===== src/rtl/gamepad_frame_receiver_macros.svh =====
// Assertion macros shared by the gamepad frame receiver RTL.
`ifndef GAMEPAD_FRAME_RECEIVER_MACROS_SVH
`define GAMEPAD_FRAME_RECEIVER_MACROS_SVH

`ifndef ASSERT_OFF
`define GFR_ASSERT(name, clk, rst_n, prop) \
	name: assert property (@(posedge clk) disable iff (!rst_n) prop) \
		else $error("gfr assertion failed");
`define GFR_NEVER(name, clk, rst_n, cond) \
	name: assert property (@(posedge clk) disable iff (!rst_n) !(cond)) \
		else $error("gfr forbidden condition seen");
`else
`define GFR_ASSERT(name, clk, rst_n, prop)
`define GFR_NEVER(name, clk, rst_n, cond)
`endif

`endif


===== src/rtl/gfr_pkg.sv =====
// Types and constants of the gamepad frame receiver.
package gfr_pkg;

	localparam logic [7:0] HEADER_RST  = 8'hEB;
	localparam logic [7:0] TRAILER_RST = 8'hAF;
	localparam logic [7:0] LIMIT_RST   = 8'd17;
	localparam int unsigned NUM_PAYLOAD = 6;

	typedef enum logic [1:0] {
		CFG_HEADER  = 2'd0,
		CFG_TRAILER = 2'd1,
		CFG_LIMIT   = 2'd2
	} cfg_idx_t;

	typedef enum logic [1:0] {
		ST_GOOD   = 2'd0,
		ST_NO_HDR = 2'd1,
		ST_BAD    = 2'd2
	} status_t;

	typedef enum logic [3:0] {
		PH_HUNT    = 4'd0,
		PH_LX      = 4'd1,
		PH_LY      = 4'd2,
		PH_RX      = 4'd3,
		PH_RY      = 4'd4,
		PH_BL      = 4'd5,
		PH_BH      = 4'd6,
		PH_SUM     = 4'd7,
		PH_TRAILER = 4'd8
	} phase_t;

	typedef struct packed {
		logic [7:0] header_byte;
		logic [7:0] trailer_byte;
		logic [7:0] hunt_limit;
	} cfg_t;

	typedef struct packed {
		logic [7:0]  left_x;
		logic [7:0]  left_y;
		logic [7:0]  right_x;
		logic [7:0]  right_y;
		logic [15:0] buttons;
		status_t     status;
	} res_t;

endpackage


===== src/rtl/gfr_cfg_regs.sv =====
// Configuration register file: header, trailer and hunt limit.
module gfr_cfg_regs (
	input  logic          clk,
	input  logic          arst_n,
	input  logic          wr_en,
	input  logic [1:0]    wr_index,
	input  logic [7:0]    wr_data,
	output gfr_pkg::cfg_t cfg
);
	import gfr_pkg::*;

	cfg_t cfg_q;

	always_ff @(posedge clk or negedge arst_n) begin
		if (!arst_n) begin
			cfg_q.header_byte  <= HEADER_RST;
			cfg_q.trailer_byte <= TRAILER_RST;
			cfg_q.hunt_limit   <= LIMIT_RST;
		end else if (wr_en) begin
			unique case (cfg_idx_t'(wr_index))
				CFG_HEADER:  cfg_q.header_byte  <= wr_data;
				CFG_TRAILER: cfg_q.trailer_byte <= wr_data;
				CFG_LIMIT:   cfg_q.hunt_limit   <= wr_data;
				default:     cfg_q <= cfg_q;
			endcase
		end
	end

	assign cfg = cfg_q;

endmodule


===== src/rtl/gfr_parser.sv =====
// Frame parser: phase machine, miss counter, running sum and payload capture.
`include "gamepad_frame_receiver_macros.svh"

module gfr_parser (
	input  logic          clk,
	input  logic          arst_n,
	input  logic          fire,
	input  logic [7:0]    byte_in,
	input  gfr_pkg::cfg_t cfg,
	output logic          emit,
	output gfr_pkg::res_t res
);
	import gfr_pkg::*;

	phase_t     phase_q, phase_d;
	logic [7:0] miss_q, miss_d;
	logic [7:0] sum_q, sum_d;
	logic       match_q, match_d;
	logic [7:0] payload_q [NUM_PAYLOAD];
	logic       wr_en;
	logic [2:0] wr_idx;
	logic       with_data;
	status_t    status;

	always_ff @(posedge clk or negedge arst_n) begin
		if (!arst_n) begin
			phase_q <= PH_HUNT;
			miss_q  <= '0;
			sum_q   <= '0;
			match_q <= 1'b0;
		end else if (fire) begin
			phase_q <= phase_d;
			miss_q  <= miss_d;
			sum_q   <= sum_d;
			match_q <= match_d;
		end
	end

	always_ff @(posedge clk) begin
		if (fire && wr_en)
			payload_q[wr_idx] <= byte_in;
	end

	always_comb begin
		phase_d   = phase_q;
		miss_d    = miss_q;
		sum_d     = sum_q;
		match_d   = match_q;
		wr_en     = 1'b0;
		wr_idx    = '0;
		emit      = 1'b0;
		with_data = 1'b0;
		status    = ST_GOOD;
		unique case (phase_q)
			PH_LX, PH_LY, PH_RX, PH_RY, PH_BL, PH_BH: begin
				wr_en   = 1'b1;
				wr_idx  = 3'(4'(phase_q) - 4'd1);
				sum_d   = 8'(sum_q + byte_in);
				phase_d = phase_t'(4'(phase_q) + 4'd1);
			end
			PH_SUM: begin
				match_d = (byte_in == sum_q);
				phase_d = PH_TRAILER;
			end
			PH_TRAILER: begin
				emit      = 1'b1;
				with_data = 1'b1;
				status    = (match_q && byte_in == cfg.trailer_byte) ? ST_GOOD : ST_BAD;
				phase_d   = PH_HUNT;
				miss_d    = '0;
			end
			default: begin
				// hunting; unused codes behave the same
				phase_d = PH_HUNT;
				if (byte_in == cfg.header_byte) begin
					miss_d  = '0;
					sum_d   = '0;
					match_d = 1'b0;
					phase_d = PH_LX;
				end else if (miss_q >= cfg.hunt_limit) begin
					miss_d = '0;
					emit   = 1'b1;
					status = ST_NO_HDR;
				end else begin
					miss_d = 8'(miss_q + 8'd1);
				end
			end
		endcase
	end

	always_comb begin
		res.left_x  = with_data ? payload_q[0] : '0;
		res.left_y  = with_data ? payload_q[1] : '0;
		res.right_x = with_data ? payload_q[2] : '0;
		res.right_y = with_data ? payload_q[3] : '0;
		res.buttons = with_data ? {payload_q[5], payload_q[4]} : '0;
		res.status  = status;
	end

	`GFR_ASSERT(a_hdr_starts_frame, clk, arst_n,
		fire && phase_q == PH_HUNT && byte_in == cfg.header_byte |=> phase_q == PH_LX)
	`GFR_ASSERT(a_hdr_clears_state, clk, arst_n,
		fire && phase_q == PH_HUNT && byte_in == cfg.header_byte |=>
		miss_q == 8'd0 && sum_q == 8'd0 && !match_q)
	`GFR_ASSERT(a_sum_compare, clk, arst_n,
		fire && phase_q == PH_SUM |=> match_q == ($past(byte_in) == $past(sum_q)))

endmodule


===== src/rtl/gamepad_frame_receiver.sv =====
// Gamepad frame receiver: one byte per beat in, one frame or error result out.
// Last byte is held in the input register, then its result in the output register.
// Throughput: one byte per cycle; the input register stalls only when a result
// is due while the output register still holds one that is not taken.
// Reset: async active low; parser back to hunting, counters cleared, registers
// back to header 0xEB, trailer 0xAF, hunt limit 17. No clearing pass.
`include "gamepad_frame_receiver_macros.svh"

module gamepad_frame_receiver (
	input  logic        clk,
	input  logic        arst_n,
	input  logic        in_valid,
	output logic        in_ready,
	input  logic [7:0]  rx_byte,
	output logic        out_valid,
	input  logic        out_ready,
	output logic [7:0]  left_x,
	output logic [7:0]  left_y,
	output logic [7:0]  right_x,
	output logic [7:0]  right_y,
	output logic [15:0] buttons,
	output logic [1:0]  status,
	input  logic        cfg_valid,
	output logic        cfg_ready,
	input  logic [1:0]  cfg_index,
	input  logic [7:0]  cfg_data
);
	import gfr_pkg::*;

	cfg_t       cfg;
	logic       valid_s1;
	logic [7:0] rx_byte_s1;
	logic       advance;
	logic       emit;
	res_t       res;
	logic       out_valid_q;
	res_t       res_q;
	logic       load;

	assign cfg_ready = 1'b1;

	gfr_cfg_regs u_cfg (
		.clk      (clk),
		.arst_n   (arst_n),
		.wr_en    (cfg_valid && cfg_ready),
		.wr_index (cfg_index),
		.wr_data  (cfg_data),
		.cfg      (cfg)
	);

	gfr_parser u_parser (
		.clk     (clk),
		.arst_n  (arst_n),
		.fire    (advance),
		.byte_in (rx_byte_s1),
		.cfg     (cfg),
		.emit    (emit),
		.res     (res)
	);

	// a byte with no result never waits on the output side
	assign advance  = valid_s1 && (!emit || !out_valid_q || out_ready);
	assign in_ready = !valid_s1 || advance;
	assign load     = advance && emit;

	always_ff @(posedge clk or negedge arst_n) begin
		if (!arst_n)
			valid_s1 <= 1'b0;
		else if (in_valid && in_ready)
			valid_s1 <= 1'b1;
		else if (advance)
			valid_s1 <= 1'b0;
	end

	always_ff @(posedge clk) begin
		if (in_valid && in_ready)
			rx_byte_s1 <= rx_byte;
	end

	always_ff @(posedge clk or negedge arst_n) begin
		if (!arst_n)
			out_valid_q <= 1'b0;
		else if (load)
			out_valid_q <= 1'b1;
		else if (out_ready)
			out_valid_q <= 1'b0;
	end

	always_ff @(posedge clk) begin
		if (load)
			res_q <= res;
	end

	assign out_valid = out_valid_q;
	assign left_x    = res_q.left_x;
	assign left_y    = res_q.left_y;
	assign right_x   = res_q.right_x;
	assign right_y   = res_q.right_y;
	assign buttons   = res_q.buttons;
	assign status    = res_q.status;

	`GFR_NEVER(a_no_overwrite, clk, arst_n, out_valid_q && !out_ready && load)
	`GFR_ASSERT(a_status_legal, clk, arst_n,
		out_valid_q |-> res_q.status == ST_GOOD || res_q.status == ST_NO_HDR ||
		res_q.status == ST_BAD)
	`GFR_ASSERT(a_no_hdr_zero, clk, arst_n,
		out_valid_q && res_q.status == ST_NO_HDR |->
		res_q.left_x == 8'd0 && res_q.left_y == 8'd0 && res_q.right_x == 8'd0 &&
		res_q.right_y == 8'd0 && res_q.buttons == 16'd0)

endmodule


===== config.mk =====
export PLATFORM = sky130hd
export DESIGN_NAME = gamepad_frame_receiver
export DESIGN_NICKNAME = d
export VERILOG_FILES = /design/src/rtl/gfr_pkg.sv /design/src/rtl/gfr_cfg_regs.sv /design/src/rtl/gfr_parser.sv /design/src/rtl/gamepad_frame_receiver.sv
export VERILOG_INCLUDE_DIRS = /design/src /design/src/rtl
export SDC_FILE = /design/constraint.sdc
export NUM_CORES = 1
export LEC_CHECK = 0
export BUFFER_PORTS_ARGS = -buffer_cell sky130_fd_sc_hd__buf_2
export CELL_PAD_IN_SITES_DETAIL_PLACEMENT = 1
export CELL_PAD_IN_SITES_GLOBAL_PLACEMENT = 2
export CORE_ASPECT_RATIO = 0.9
export CORE_MARGIN = 2
export CORE_UTILIZATION = 41
export DETAILED_ROUTE_END_ITERATION = 6
export GPL_TIMING_DRIVEN = 0
export PLACE_DENSITY = 0.86
export SLEW_MARGIN = 10
export SYNTH_ARGS = -nofsm -noshare
export SYNTH_HDL_FRONTEND = slang
export SYNTH_SLANG_ARGS = --single-unit

===== constraint.sdc =====
create_clock -name clk -period 5.48 [get_ports clk]
set_input_delay 0.548 -clock clk [delete_from_list [all_inputs] [get_ports clk]]
set_output_delay 0.548 -clock clk [all_outputs]
set_load 0.02 [all_outputs]

==> results_dict.tcl <==
set metrics [dict create \
    grt-ovfl-total 0 \
    drt_iter0_drc 188 \
    cts_resized 0 \
    synthToLayoutAreaGrowth_pct 18.8 \
    internal-power_w 0.00252 \
    yosys.area_share.simple_pct 12.5 \
    yosys-top-cells-area "edfxtp_1 49%, dfrtp_1 13%, dfstp_2 5.7%" \
    grt_pass1_vias 4064 \
    swShare_pct 32.9 \
    total_power_w 0.00375 \
    synth_top_area_share_pct 49.3 \
    clkTransAtPathRegs_ns 0.06 \
    synth_most_common_cell "edfxtp_1" \
    p_clk_share_pct 29.0 \
    wire_per_inst_um 17.9 \
    multi_input_area_um2 1980 \
    h-tree-depth 4 \
    cp-start-kind "flip-flop" \
    drt-pass1-iter-count 4 \
    fmax_mhz 301 \
    path_max_fanout 7 \
    worstPathArrival_ns 2.78 \
    synth_top_family_by_area "simple AND/OR/NAND/NOR gates" \
    grt_pass1_wl_um 21200 \
    synth_edf_count 106 \
    die-height_um 123 \
    slew_headroom_pct 20.5 \
    synthCells 436 \
    hp-class "in2reg" \
    power_switching_w 0.00123 \
    drc_errors 0 \
    timing.final.crit_period_ns 3.33 \
    layout.nets 575 \
    initial_core_util_pct 41.9 \
    p_comb_share_pct 27.8 \
    diodes 0 \
    synth_seq_cells 153 \
    rsz0062_at_grt "false" \
    synth_adder_area_share_pct 4.19 \
    ys_async_sr_fraction_pct 30.7 \
    totalWireLength_um 13400 \
    clock_path_buffers 2 \
    peakVddDrop_mv 0.266 \
    ff_latch_area_um2 4380 \
    crit_type "reg2out" \
    synthFlopType "edfxtp_1" \
    synth_nets 480 \
    insertion_delay_ns 0.42 \
    synth_compound_area_share_pct 5.72 \
    root_buffer "clkbuf_16" \
    row_count 43 \
    postCtsHoldBufs 0 \
    syn_area_um2 6450 \
    setup_viol 0 \
    grt_util_all_layers_pct 17.0 \
    synthMuxAreaShare_pct 4.65 \
    cp-end-kind "output pin" \
    clock_skew_ns 0.0127 \
    die_w_um 136 \
    core-area_um2 15400 \
    fillers 1573 \
    powerDensity_nw_per_um2 490 \
    cts_tree "built" \
    synth_cell_type_count 56 \
    die_area_um2 16800 \
    yosys.area.top_type "edfxtp_1" \
    synth_common_cells "106 x edfxtp_1, 49 x and2_1, 33 x dfrtp_1" \
    status "finished clean" \
    hpwlAfterDp_um 9720 \
    synth-xor-area-share_pct 3.26 \
    fin_crit_sh_pct 60.7 \
    p_seq_share_pct 43.2 \
    syn_avg_cell_area_um2 14.8 \
    pin_count 76 \
    leakagePower_nw 3.01 \
    detail-route-antenna-nets 0 \
    postCtsSetupBuffers 0 \
    layout-drive-gt1-share_pct 30.0 \
    slew_viol_final 0 \
    numPortBuffers 74 \
    synth_warnings 0 \
    cts.sinks 153 \
    setup_tns_ns 0 \
    final_core_util_pct 49.8 \
    viasPerCell 5.10 \
    drv_cap 0 \
    cts_buffers 17 \
    routabilityCongestion 0.782 \
    yosysSeqAreaShare_pct 67.8 \
    worst_ep_required_time_ns 4.93 \
    antenna_found_initial 0 \
    vias 3797 \
    max_slew.worst_pin.slew_ns 1.18 \
    hold_viol 0 \
    grt_max_degree 48 \
]
[path summary, 6_finish.rpt]
| check | cells after the start | to | slack [ns] | start |
|---|---|---|---|---|
| max in group asynchronous | 1 | u_parser.sum_q[5]$_DFFE_PN0P_ | 4.44 | arst_n |
| worst max register to register | 6 | u_parser.payload_q[4][7]$_DFFE_PP_ | 2.22 | u_parser.phase_q[0]$_DFFE_PN0N_ |
| worst min register to register | 2 | u_parser.sum_q[3]$_DFFE_PN0P_ | 0.48 | u_parser.sum_q[3]$_DFFE_PN0P_ |
| min in group asynchronous | 1 | u_parser.miss_q[4]$_DFFE_PN0P_ | 0.34 | arst_n |
| worst min-delay path | 1 | rx_byte_s1[6]$_DFFE_PP_ | 0.30 | rx_byte[6] |
| worst max-delay path | 7 | in_ready | 2.15 | u_parser.phase_q[0]$_DFFE_PN0N_ |
[worst max-delay path, stage by stage (launching register included)]
cell and delay (ns):
dfrtp_1 0.50, inv_1 0.22, ha_1 0.35, a211oi_4 0.38, a21oi_4 0.15, o31ai_2 0.30
nand3_1 0.23, buf_2 0.23
[cells in the final DEF, fill, tap and decap left out, drive strengths merged, types with 2 or more instances in the layout]
cell type / count
ha: 20
o41ai: 2
clkbuf: 24
o211ai: 2
clkinvlp: 2
a21oi: 8
and3: 7
nor2: 14
clkinv: 6
nand3b: 3
and2: 49
nand3: 10
nand2b: 7
a31oi: 8
nand4: 5
xor2: 8
o21ai: 7
nor3b: 3
buf: 79
inv: 22
o31ai: 7
a211oi: 4
nor2b: 5
nand2: 21
mux2i: 3
dfrtp: 33
xnor2: 16
a22oi: 2
nor3: 6
edfxtp: 106
nor4: 3
mux2: 24
dfstp: 14
[sequential cells by signal, indices dropped and copies added, names as in the netlist, 8 cells and up]
name and cells:
buttons 16, u_cfg.cfg 24, left_x 8, rx_byte_s1 8, u_parser.miss_q 8, right_x 8, u_parser.payload_q 48, right_y 8
left_y 8, u_parser.sum_q 8
[stage by stage]
step           area (um^2)  worst slack (ns)  hold slack, ns  std cells
2_1_floorplan         6450              1.23           0.252        436
3_3_place_gp          7080             0.463           0.459        712
3_5_place_dp          7120              2.23           0.476        714
4_1_cts               7670              2.16           0.284        745
5_1_grt               7670              2.03           0.282        745
6_report              7670              2.15           0.301        745
[cell type report]
type / instances / share of cell area (%)
clock inverter: 13 / 1.58
sequential: 153 / 57.1
inverter: 18 / 0.881
clock buffer: 18 / 5.60
buffer: 9 / 0.604
timing repair buffer: 76 / 5.19
tap: 202 / 3.30
multi-input combinational: 256 / 25.8
[layer usage]
metal	global-route usage, %	up-vias	wire length [um]
met5	0	-	0
met4	5.79	0	157
met3	4.47	13	510
met2	29.9	79	6810
met1	20.3	1926	5880
li1	-	1779	-
[power by group through the flow]
| stage | combinational (W) | sequential, W | clock (W) |
|---|---|---|---|
| 3_3_place_gp | 0.000974 | 0.00164 | 0 |
| 4_1_cts | 0.00106 | 0.00163 | 0.00111 |
| 6_report | 0.00105 | 0.00162 | 0.00109 |
| 5_1_grt | 0.00117 | 0.00164 | 0.00115 |
| 3_5_place_dp | 0.00105 | 0.00165 | 0 |
| 2_1_floorplan | 0.000673 | 0.00170 | 0 |
[cell families after synthesis]
family / after synthesis
mux: 27
other cells: 1
buf+inv: 27
xor+xnor: 24
flops: 153
compound gates: 47
simple gates: 136
fa+ha+maj: 21
Power figures use the tool's default switching activity.
